$ cat config.mk
export PLATFORM = sky130hd
export DESIGN_NAME = audio_channel_remix_top
export DESIGN_NICKNAME = d
export VERILOG_FILES = /design/src/hdl/rmx_pkg.sv /design/src/hdl/audio_channel_remix_top.sv /design/src/hdl/rmx_lane.sv /design/src/hdl/rmx_out.sv
export SDC_FILE = /design/constraint.sdc
export NUM_CORES = 2
export LEC_CHECK = 0
export BUFFER_PORTS_ARGS = -buffer_cell sky130_fd_sc_hd__buf_2
export CAP_MARGIN = 25
export CORE_AREA = 4 4 512 311
export CTS_CLUSTER_DIAMETER = 80
export DETAILED_ROUTE_END_ITERATION = 8
export DIE_AREA = 0 0 516 315
export PLACE_DENSITY = 0.72
export SYNTH_ARGS = -nofsm -noshare
export SYNTH_HDL_FRONTEND = slang
export SYNTH_SLANG_ARGS = --single-unit
export TNS_END_PERCENT = 20
$ cat constraint.sdc
create_clock -name i_clk -period 38.8 [get_ports i_clk]
set_input_delay 7.76 -clock i_clk [delete_from_list [all_inputs] [get_ports i_clk]]
set_output_delay 7.76 -clock i_clk [all_outputs]
set_load 0.05 [all_outputs]
$ cat src/hdl/rmx_pkg.sv
`timescale 1ns / 1ps
// ----------------------------------------------------------------------------
// rmx_pkg
// Shared types, constants and the gain matrix decode of the channel remixer.
// ----------------------------------------------------------------------------
package rmx_pkg;

    // channel layout
    localparam int CH_NUM    = 6;
    localparam int CH_IDX_W  = 3;
    localparam int CNT_W     = 3;

    // configuration register indexes
    localparam int CFG_IDX_W = 2;
    localparam logic [CFG_IDX_W-1:0] REG_SRC_CNT = 2'd0;
    localparam logic [CFG_IDX_W-1:0] REG_DST_CNT = 2'd1;
    localparam logic [CNT_W-1:0]     RESET_CNT   = 3'd2;

    // q1.15 gain arithmetic
    localparam int GAIN_SHIFT = 15;
    localparam int GAIN_RT    = 23170;
    localparam int ROUND_HALF = 16384;

    // gain codes
    typedef logic [2:0] t_gain;
    localparam t_gain GN_ZERO    = 3'd0;
    localparam t_gain GN_ONE     = 3'd1;
    localparam t_gain GN_HALF    = 3'd2;
    localparam t_gain GN_QUARTER = 3'd3;
    localparam t_gain GN_RT      = 3'd4;

    typedef t_gain [CH_NUM-1:0] t_gain_row;

    // pipeline advance enables handed to every lane
    typedef struct packed {
        logic en_a;
        logic en_b;
    } t_pipe_ctl;

    // one row of the remix matrix: gains feeding destination channel dc
    function automatic t_gain_row gain_row(input logic [CNT_W-1:0] s,
                                           input logic [CNT_W-1:0] d,
                                           input logic [CH_IDX_W-1:0] dc);
        t_gain_row row;
        logic [CNT_W-1:0] scap;
        logic [CNT_W-1:0] dcap;
        logic [CNT_W-1:0] n;
        row  = {CH_NUM{GN_ZERO}};
        scap = (s > CNT_W'(CH_NUM)) ? CNT_W'(CH_NUM) : s;
        dcap = (d > CNT_W'(CH_NUM)) ? CNT_W'(CH_NUM) : d;
        n    = (scap < dcap) ? scap : dcap;
        if (s == 3'd1 && (d == 3'd2 || d == 3'd4)) begin
            if (dc == 3'd0 || dc == 3'd1) row[0] = GN_ONE;
        end else if (s == 3'd1 && d == 3'd6) begin
            if (dc == 3'd2) row[0] = GN_ONE;
        end else if (s == 3'd2 && d == 3'd1) begin
            if (dc == 3'd0) begin
                row[0] = GN_HALF;
                row[1] = GN_HALF;
            end
        end else if (s == 3'd2 && (d == 3'd4 || d == 3'd6)) begin
            if (dc == 3'd0) row[0] = GN_ONE;
            if (dc == 3'd1) row[1] = GN_ONE;
        end else if (s == 3'd4 && d == 3'd1) begin
            if (dc == 3'd0) begin
                row[0] = GN_QUARTER;
                row[1] = GN_QUARTER;
                row[2] = GN_QUARTER;
                row[3] = GN_QUARTER;
            end
        end else if (s == 3'd4 && d == 3'd2) begin
            if (dc == 3'd0) begin
                row[0] = GN_HALF;
                row[2] = GN_HALF;
            end
            if (dc == 3'd1) begin
                row[1] = GN_HALF;
                row[3] = GN_HALF;
            end
        end else if (s == 3'd4 && d == 3'd6) begin
            if (dc == 3'd0) row[0] = GN_ONE;
            if (dc == 3'd1) row[1] = GN_ONE;
            if (dc == 3'd4) row[2] = GN_ONE;
            if (dc == 3'd5) row[3] = GN_ONE;
        end else if (s == 3'd6 && d == 3'd1) begin
            if (dc == 3'd0) begin
                row[0] = GN_RT;
                row[1] = GN_RT;
                row[2] = GN_ONE;
                row[4] = GN_HALF;
                row[5] = GN_HALF;
            end
        end else if (s == 3'd6 && d == 3'd2) begin
            if (dc == 3'd0) begin
                row[0] = GN_ONE;
                row[2] = GN_RT;
                row[4] = GN_RT;
            end
            if (dc == 3'd1) begin
                row[1] = GN_ONE;
                row[2] = GN_RT;
                row[5] = GN_RT;
            end
        end else if (s == 3'd6 && d == 3'd4) begin
            if (dc == 3'd0) begin
                row[0] = GN_ONE;
                row[2] = GN_RT;
            end
            if (dc == 3'd1) begin
                row[1] = GN_ONE;
                row[2] = GN_RT;
            end
            if (dc == 3'd2) row[4] = GN_ONE;
            if (dc == 3'd3) row[5] = GN_ONE;
        end else begin
            // discrete: channel to channel up to the smaller count
            if (CNT_W'(dc) < n) row[dc] = GN_ONE;
        end
        return row;
    endfunction

endpackage

$ cat src/hdl/audio_channel_remix_top.sv
`timescale 1ns / 1ps
// ----------------------------------------------------------------------------
// audio_channel_remix_top
// Channel down/up mix of one audio frame, accumulated into the destination.
// ----------------------------------------------------------------------------
// Usage:
//   s_axis carries one frame per transaction: six source samples and the six
//   current destination samples. m_axis returns the six remixed destination
//   samples, each saturated to the signed sample range.
//   The cfg channel writes the source count (index 0) and destination count
//   (index 1); it is always ready and must only be written while idle.
//   Six lanes, one per destination channel, each form the gain products in
//   their first stage and the rounded, saturated sum in the second; an
//   output register merges the lanes into one frame.
//   A frame passes lane stage a, lane stage b and the output register on its
//   way to m_axis_tvalid. Throughput is one frame per cycle while the
//   receiver takes every frame, with the two lane stages and the output
//   register all advancing together.
//   Reset sets both counts to 2 and empties the pipeline.
//   When the receiver stalls, the held frame stays on m_axis and empty
//   stages behind it still fill; s_axis_tready drops once all three are full.
// ----------------------------------------------------------------------------
module audio_channel_remix_top import rmx_pkg::*; #(
    parameter int SAMPLE_BITS = 24
) (
    input  logic                                  i_clk,
    input  logic                                  i_rst_n,
    // cfg write channel
    input  logic                                  i_cfg_valid,
    output logic                                  o_cfg_ready,
    input  logic [CFG_IDX_W-1:0]                  i_cfg_index,
    input  logic [CNT_W-1:0]                      i_cfg_data,
    // input frame
    input  logic                                  s_axis_tvalid,
    output logic                                  s_axis_tready,
    // fields from bit 0: src_0..src_5, acc_in_0..acc_in_5, zero fill
    input  logic [((2*CH_NUM*SAMPLE_BITS+7)/8)*8-1:0] s_axis_tdata,
    // output frame
    output logic                                  m_axis_tvalid,
    input  logic                                  m_axis_tready,
    // fields from bit 0: mix_out_0..mix_out_5, zero fill
    output logic [((CH_NUM*SAMPLE_BITS+7)/8)*8-1:0]   m_axis_tdata
);

    localparam int OUT_W = ((CH_NUM*SAMPLE_BITS+7)/8)*8;

    logic [CNT_W-1:0]              r_src_cnt;
    logic [CNT_W-1:0]              r_dst_cnt;
    logic                          r_vld_a;
    logic                          r_vld_b;
    logic                          w_can_load;
    t_pipe_ctl                     w_ctl;
    logic [CH_NUM*SAMPLE_BITS-1:0] w_mix;

    // configuration registers
    assign o_cfg_ready = 1'b1;

    always_ff @(posedge i_clk) begin
        if (!i_rst_n) begin
            r_src_cnt <= RESET_CNT;
            r_dst_cnt <= RESET_CNT;
        end else if (i_cfg_valid && o_cfg_ready) begin
            if (i_cfg_index == REG_SRC_CNT) r_src_cnt <= i_cfg_data;
            if (i_cfg_index == REG_DST_CNT) r_dst_cnt <= i_cfg_data;
        end
    end

    // stage advance: a stage moves when it is empty or the next one moves
    assign w_ctl.en_b    = !r_vld_b || w_can_load;
    assign w_ctl.en_a    = !r_vld_a || w_ctl.en_b;
    assign s_axis_tready = w_ctl.en_a;

    always_ff @(posedge i_clk) begin
        if (!i_rst_n) begin
            r_vld_a <= 1'b0;
            r_vld_b <= 1'b0;
        end else begin
            if (w_ctl.en_a) r_vld_a <= s_axis_tvalid;
            if (w_ctl.en_b) r_vld_b <= r_vld_a;
        end
    end

    // one lane per destination channel
    for (genvar k = 0; k < CH_NUM; k++) begin : g_lane
        rmx_lane #(
            .SAMPLE_BITS(SAMPLE_BITS)
        ) u_lane (
            .i_clk  (i_clk),
            .i_ctl  (w_ctl),
            .i_src  (s_axis_tdata[CH_NUM*SAMPLE_BITS-1:0]),
            .i_acc  (s_axis_tdata[(CH_NUM+k)*SAMPLE_BITS +: SAMPLE_BITS]),
            .i_gain (gain_row(r_src_cnt, r_dst_cnt, CH_IDX_W'(k))),
            .o_mix  (w_mix[k*SAMPLE_BITS +: SAMPLE_BITS])
        );
    end

    // merge and output register
    rmx_out #(
        .SAMPLE_BITS(SAMPLE_BITS),
        .OUT_W      (OUT_W)
    ) u_out (
        .i_clk         (i_clk),
        .i_rst_n       (i_rst_n),
        .i_vld         (r_vld_b),
        .i_mix         (w_mix),
        .o_can_load    (w_can_load),
        .m_axis_tvalid (m_axis_tvalid),
        .m_axis_tready (m_axis_tready),
        .m_axis_tdata  (m_axis_tdata)
    );

`ifndef SYNTH
    // an accepted frame lands in the first lane stage
    a_accept_fill: assert property (@(posedge i_clk) disable iff (!i_rst_n)
        (s_axis_tvalid && s_axis_tready) |=> r_vld_a)
        else $error("accepted frame lost at stage a");

    // a stalled output keeps the frame behind it in the lanes
    a_stall_hold: assert property (@(posedge i_clk) disable iff (!i_rst_n)
        (r_vld_b && m_axis_tvalid && !m_axis_tready) |=> r_vld_b)
        else $error("lane result dropped under stall");

    // output empties when taken with nothing behind it
    a_out_drain: assert property (@(posedge i_clk) disable iff (!i_rst_n)
        (m_axis_tvalid && m_axis_tready && !r_vld_b) |=> !m_axis_tvalid)
        else $error("output frame repeated");

    // source count write takes effect
    a_cfg_src: assert property (@(posedge i_clk) disable iff (!i_rst_n)
        (i_cfg_valid && i_cfg_index == REG_SRC_CNT) |=> r_src_cnt == $past(i_cfg_data))
        else $error("source count write lost");
`endif

endmodule

$ cat src/hdl/rmx_lane.sv
`timescale 1ns / 1ps
// ----------------------------------------------------------------------------
// rmx_lane
// One destination channel: gain products, accumulate, round and saturate.
// ----------------------------------------------------------------------------
module rmx_lane import rmx_pkg::*; #(
    parameter int SAMPLE_BITS = 24
) (
    input  logic                          i_clk,
    input  t_pipe_ctl                     i_ctl,
    input  logic [CH_NUM*SAMPLE_BITS-1:0] i_src,
    input  logic [SAMPLE_BITS-1:0]        i_acc,
    input  t_gain_row                     i_gain,
    output logic [SAMPLE_BITS-1:0]        o_mix
);

    localparam int PROD_W = SAMPLE_BITS + 16;
    localparam int SUM_W  = SAMPLE_BITS + 19;
    localparam int Q_W    = SUM_W - GAIN_SHIFT;

    logic signed [PROD_W-1:0] w_src_ext [CH_NUM];
    logic signed [PROD_W-1:0] n_term    [CH_NUM];
    logic signed [PROD_W-1:0] r_term    [CH_NUM];
    logic [SAMPLE_BITS-1:0]   r_acc;
    logic signed [SUM_W-1:0]  n_sum;
    logic [Q_W-1:0]           w_q;
    logic [Q_W-SAMPLE_BITS:0] w_top;
    logic [SAMPLE_BITS-1:0]   n_mix;
    logic [SAMPLE_BITS-1:0]   r_mix;

    // per-source gain products
    always_comb begin
        for (int k = 0; k < CH_NUM; k++) begin
            w_src_ext[k] = PROD_W'($signed(i_src[k*SAMPLE_BITS +: SAMPLE_BITS]));
            case (i_gain[k])
                GN_ONE:     n_term[k] = w_src_ext[k] <<< GAIN_SHIFT;
                GN_HALF:    n_term[k] = w_src_ext[k] <<< (GAIN_SHIFT - 1);
                GN_QUARTER: n_term[k] = w_src_ext[k] <<< (GAIN_SHIFT - 2);
                GN_RT:      n_term[k] = w_src_ext[k] * PROD_W'(GAIN_RT);
                default:    n_term[k] = '0;
            endcase
        end
    end

    // stage a: products and destination sample
    always_ff @(posedge i_clk) begin
        if (i_ctl.en_a) begin
            r_term <= n_term;
            r_acc  <= i_acc;
        end
    end

    // accumulate with rounding offset, floor shift
    always_comb begin
        n_sum = (SUM_W'($signed(r_acc)) <<< GAIN_SHIFT) + SUM_W'(ROUND_HALF);
        for (int k = 0; k < CH_NUM; k++) begin
            n_sum = n_sum + SUM_W'(r_term[k]);
        end
    end

    assign w_q   = n_sum[SUM_W-1:GAIN_SHIFT];
    assign w_top = w_q[Q_W-1:SAMPLE_BITS-1];

    // saturate to the sample range
    always_comb begin
        if ((&w_top) || !(|w_top)) begin
            n_mix = w_q[SAMPLE_BITS-1:0];
        end else if (w_q[Q_W-1]) begin
            n_mix = {1'b1, {(SAMPLE_BITS-1){1'b0}}};
        end else begin
            n_mix = {1'b0, {(SAMPLE_BITS-1){1'b1}}};
        end
    end

    // stage b: saturated channel result
    always_ff @(posedge i_clk) begin
        if (i_ctl.en_b) begin
            r_mix <= n_mix;
        end
    end

    assign o_mix = r_mix;

endmodule

$ cat src/hdl/rmx_out.sv
`timescale 1ns / 1ps
// ----------------------------------------------------------------------------
// rmx_out
// Merges the lane results into one frame and holds it for the receiver.
// ----------------------------------------------------------------------------
module rmx_out import rmx_pkg::*; #(
    parameter int SAMPLE_BITS = 24,
    parameter int OUT_W       = 144
) (
    input  logic                          i_clk,
    input  logic                          i_rst_n,
    input  logic                          i_vld,
    input  logic [CH_NUM*SAMPLE_BITS-1:0] i_mix,
    output logic                          o_can_load,
    output logic                          m_axis_tvalid,
    input  logic                          m_axis_tready,
    output logic [OUT_W-1:0]              m_axis_tdata
);

    logic                          r_vld;
    logic [CH_NUM*SAMPLE_BITS-1:0] r_frame;

    assign o_can_load = !r_vld || m_axis_tready;

    // output valid
    always_ff @(posedge i_clk) begin
        if (!i_rst_n) begin
            r_vld <= 1'b0;
        end else if (o_can_load) begin
            r_vld <= i_vld;
        end
    end

    // frame register
    always_ff @(posedge i_clk) begin
        if (o_can_load && i_vld) begin
            r_frame <= i_mix;
        end
    end

    assign m_axis_tvalid = r_vld;
    assign m_axis_tdata  = OUT_W'(r_frame);

endmodule

-- After elaboration in Yosys (flattened, before gate mapping)
Cells that the tools add are included.
- flip-flop bits (word level): 1241
- output and inout bits: 147
- word-level logic and storage cells: 375
- add/subtract/negate cells: 26
- multiply operators: 6
- magnitude comparators: 9
- equal/unequal tests: 81
- muxes and demuxes: 169
- reduce and logical (&&, ||, !) cells: 46
- operators with widths (cell ; number):
    one-hot mux 40 bit (4 select lines) ; 20
    adder 43 x 40 -> 43 bit ; 14
    two-way mux 24 bit ; 12
    adder 40 x 40 -> 41 bit ; 6
    adder 39 x 16 -> 40 bit (second input constant) ; 6
    multiplier 24 x 15 -> 39 bit (second input constant) ; 6
    two-way mux 3 bit ; 42
    two-way mux 9 bit ; 12
    == test 3 x 2 -> 1 bit (second input constant) ; 26
    two-way mux 6 bit ; 11
    two-way mux 12 bit ; 5
    two-way mux 1 bit ; 57
    == test 3 bit (second input constant) ; 16
    == test 3 x 1 -> 1 bit (second input constant) ; 14
    AND reduction 5 bit ; 6
    OR reduction 5 bit ; 6
    == test 1 x 2 -> 1 bit (second input constant) ; 12
    == test 1 x 3 -> 1 bit (second input constant) ; 6
    two-way mux 18 bit ; 1
    two-way mux 15 bit ; 1
    two-way mux 5 bit ; 3
    two-way mux 14 bit ; 1
    logical AND 1 bit ; 11
    logical OR 1 bit ; 11
    13 further kinds ; 32

-- Logic depth before layout (Yosys ltp)
- depth after elaboration: 26
- gate-level depth with buffers: 29

-- Modules after synthesis
From an unflattened synthesis, not the netlist that was laid out.
- cell total of the unflattened synthesis: 30904
- area total of the unflattened synthesis: 320605.0 um^2
- modules (own cells, without submodules) (module ; times used ; cells an instance ; area each (um^2) ; sequential area each (um^2)):
    rmx_lane (g_lane[2].u_lane ...) ; 2 ; 5091 ; 52419.0 ; 8468.1
    rmx_lane (g_lane[1].u_lane) ; 1 ; 5112 ; 52731.8 ; 8468.1
    rmx_lane (g_lane[5].u_lane) ; 1 ; 5133 ; 52653.0 ; 8468.1
    rmx_lane (g_lane[4].u_lane) ; 1 ; 5124 ; 52526.6 ; 8468.1
    rmx_lane (g_lane[0].u_lane) ; 1 ; 5076 ; 52524.1 ; 8468.1
    rmx_out ; 1 ; 149 ; 4381.7 ; 4344.2
    audio_channel_remix_top ; 1 ; 128 ; 949.7 ; 160.2

-- Worst setup path before layout
No wires, ideal clock.
- path type: input to output
- start point: input port m_axis_tready
- end point: output port s_axis_tready
- data arrival time: 24.091 ns
- data required time: 31.040 ns
- slack: 6.949 ns
- stages on the path: 2
- cell sequence: nor2b_1 nand3_1
- cells in the longest elaborated chain, start to end: 3
- ends and longest elaborated chain (item ; line ; source):
    start, declared ; audio_channel_remix_top.sv:40 ; input logic m_axis_tready,
    logical OR 1 bit ; rmx_out.sv:23 ; assign o_can_load = !r_vld || m_axis_tready;
    logical OR 1 bit ; audio_channel_remix_top.sv:69 ; assign w_ctl.en_b = !r_vld_b || w_can_load;
    logical OR 1 bit ; audio_channel_remix_top.sv:70 ; assign w_ctl.en_a = !r_vld_a || w_ctl.en_b;
    end, declared ; audio_channel_remix_top.sv:35 ; output logic s_axis_tready,
No other way between the ends.

-- Final worst setup path
Ends and elaborated chain as after synthesis.

==> key figures <==
Layout
  – Fin cells: 10400
  – Share of layout cells above drive strength 1: 0.0851
  – # fillers: 12500
  – Nets: 10500
  – Design Area, Final: 94500 µm²
  – Final core occ: 0.611
  – Layout area overhead: 9.77%

Setup path
  – Critical path capture point type: primary output
  – WP data required: 31.04 ns
  – RR Endpoint: g_lane[0].u_lane.o_mix[4]
  – Reg-to-Reg Start: g_lane[0].u_lane.r_term[214]
  – Setup crit start kind: primary input
  – Critical Path Start: m_axis_tready
  – Crit path DAT: 9.05 ns
  – R2R setup slack: 30.44 ns
  – R2R cell count: 27
  – WS Path Type: in2out
  – Crit Path Max Fanout: 5

CTS
  – Worst-skew pair later-pin latency: 0.76 ns
  – Post-CTS setup buffer count: 0
  – Hold buffers post-CTS: 0
  – Inserted Clock Buffers: 101
  – TritonCTS clock tree: built
  – H-tree levels: 3
  – Post-CTS Resized: 0
  – Max clock buf depth: 3
  – Clock transition at path regs: 0.07 ns
  – Clock sinks: 1013
  – Root buf cell: clkbuf_16

Synthesis
  – Avg Inst Size Synth: 11.1 µm²
  – Yosys reg bits: 1013
  – Simple logic cell fraction of the synthesized area: 0.0843
  – Compound-Gate Fraction of Synth Area: 0.106
  – Post-synth top area share: 0.350
  – Mux contribution to synthesized area: 0.00224
  – Largest family of logic cells by synthesized area: adder cells
  – Cells after Synth: 7789
  – Yosys top cell by area: edfxtp_1
  – Synth unique cells: 93
  – Syn_nets: 10000
  – Adder-cell share of the synthesized area: 0.343
  – EDFF count, synth: 1004
  – Synth warn: 0
  – Async SR Flop Fraction: 0
  – Top FF cell, synth: edfxtp_1
  – Seq/Total Area, Yosys: 0.352
  – Netlist Area Pre-Place: 86100 µm²
  – Largest cells by area after synthesis: edfxtp_1 (35%), ha_1 (18%), fa_1 (17%), inv_1 (6.9%), and2_1 (2.7%)
  – XOR/XNOR Fraction of Synth Area: 0.0377

Floorplanning
  – Row count: 112
  – Die Span X: 516 µm
  – Initial cell density of the core: 0.557
  – IO Pins: 445
  – Die Ht: 315 µm
  – Die area: 163000 µm²
  – Core box area: 155000 µm²

Placement
  – Final Wtd Congestion: 1.01
  – Pre-CTS WS: 21.95 ns
  – Port-buffer cells: 443
  – Hpwl dp: 198 mm
  – Cell Area, Placed: 90900 µm²
  – Dpl cells: 10200

STA
  – Slew margin rel.: 0.252
  – Final Cycle Share: 0.433
  – Fin Setup TNS: 0 ns
  – Setup WS post-layout: 21.99 ns
  – Hold_ws: 0.398 ns
  – Final hold vios: 0
  – Max frequency: 59.5 MHz
  – Max Slew Vio Count: 0
  – Final setup viols: 0
  – Unrepaired setup endpoints after global routing: no
  – Worst Tran Pin Value: 1.12 ns
  – Fin crit period: 16.81 ns
  – Clk_skew: 0.0263 ns

Global routing
  – First-pass GRT wire length: 375 mm
  – Largest net degree at the start of global routing: 163
  – Grt ovf: 0
  – Total track usage: 0.313
  – Vias in the first global route: 59600
  – Initial antenna violation count: 49

Detailed routing
  – Routed WL: 254 mm
  – Residual DRC: 12
  – DRT antenna net count: 0
  – Vias: 60500
  – Via/cell ratio: 5.79
  – Initial DRT Pass Iterations: 9
  – WL/cell: 24.3 µm
  – Initial drt markers: 7092

Power
  – Power density over cell area: 59.2 nW/µm²
  – Power Total: 5.60 mW
  – Worst vdd ir: 51.3 µV
  – LEAKAGE: 47.2 nW

Hold path
  – Worst Hold End: u_out.m_axis_tdata[8]
  – Min-delay src: g_lane[0].u_lane.o_mix[8]
  – Hold crit path type: reg2reg
  – Hold depth: 0

Run
  – Maxcap violations: 0

Run status
  – Outcome: finished with violations
  – Failing checks: design-rule violations
-- power by group --
group	total, mW	switching, mW	internal [mW]	leakage (nW)
clock	1.05	0.467	0.584	1.65
sequential	1.35	0.0476	1.30	11.4
combinational	3.20	1.92	1.28	34.2
-- cell families after synthesis --
| logic type | after synthesis |
|---|---|
| AND/OR/NAND/NOR | 1365 |
| multiplexers | 19 |
| other | 2 |
| flip-flops | 1013 |
| AO/OA/AOI/OAI | 1381 |
| buffers and inverters | 1706 |
| XOR/XNOR | 371 |
| adder cells (fa/ha/maj) | 1932 |
-- layer usage --
layer	track usage	vias up	wire [µm]
met5	0	-	110
met4	0.113	18	9510
met3	0.107	416	32200
met2	0.440	2801	105000
met1	0.450	29700	108000
li1	-	27500	-
-- how the worst max path moves through the flow --
stage	endpoint	slack (ns)	cells past startpoint
global placement	s_axis_tready	22.00	4
global route	s_axis_tready	21.92	4
CTS	s_axis_tready	21.97	4
floorplan	s_axis_tready	6.95	2
finish	s_axis_tready	21.99	4
detailed placement	s_axis_tready	21.95	4
-- Yosys cell counts (7+ instances only) --
cell      count
inv_1      1580
ha_1       1221
edfxtp_1   1004
fa_1        711
and2_1      373
a21oi_1     333
o21ai_0     297
nor2_1      279
a21o_1      240
xnor2_1     221
nand2_1     207
xor2_1      150
clkbuf_1    108
nand2b_1     87
nor3_1       82
and3_1       67
nor2b_1      67
nand3_1      65
o21bai_1     58
o21a_1       51
a211oi_1     43
a22oi_1      40
a222oi_1     39
a31oi_1      35
a22o_1       27
nand4_1      26
o31ai_1      26
or3_1        26
o211ai_1     25
a221o_1      17
mux2i_1      17
a211o_1      16
nor4_1       15
and4_1       14
nor3b_1      14
or2_2        13
a41oi_1      12
o31a_1       12
a31o_2       10
a21boi_0      9
buf_1         9
dfxtp_1       9
o221ai_1      8
a221oi_1      7
-- registers in the layout (all words and copies together), names as in the netlist --
signal,count
r_vld_b,1
g_lane.u_lane.r_acc,144
u_out.m_axis_tdata,144
r_dst_cnt,3
u_out.m_axis_tvalid,1
r_vld_a,1
r_src_cnt,3
g_lane.u_lane.o_mix,144
g_lane.u_lane.r_term,572
-- cell usage in the layout, fill, tap and decap left out, types with 17 or more instances in the layout --
cell type and instances:
buf_4 41, nand2_1 206, a211oi_1 43, o21ai_0 297
a22oi_1 40, a22o_1 27, nand3_1 64, or3_1 25
diode_2 40, o211ai_1 25, nand2b_1 87, clkbuf_16 103
a31oi_1 35, o21a_1 51, nor3_1 79, o31ai_1 25
and2_1 373, o21bai_1 58, a21oi_1 332, a21o_1 240
buf_2 443, inv_1 1580, and3_1 67, ha_1 1221
a222oi_1 39, xnor2_1 221, xor2_1 150, fa_1 711
nand4_1 26, nor2_1 279, nor2b_1 66, a221o_1 17
edfxtp_1 1004
-- critical path: stages --
cell and delay (ns):
buf_2 0.10, nor2b_1 0.53, nand3_4 0.33, buf_2 0.32
-- area by class of cell --
cell class,instances,area (µm²),share of cell area
multi-input cells,5070,49500,0.523
flip-flops and latches,1013,30300,0.321
inverters,1581,5930,0.0628
repair buffers,492,2680,0.0284
clock buffers,117,2620,0.0277
well taps,2052,2570,0.0272
clock inverters,73,842,0.00891
diodes,40,100,0.00106
Power figures use the tool's default switching activity.
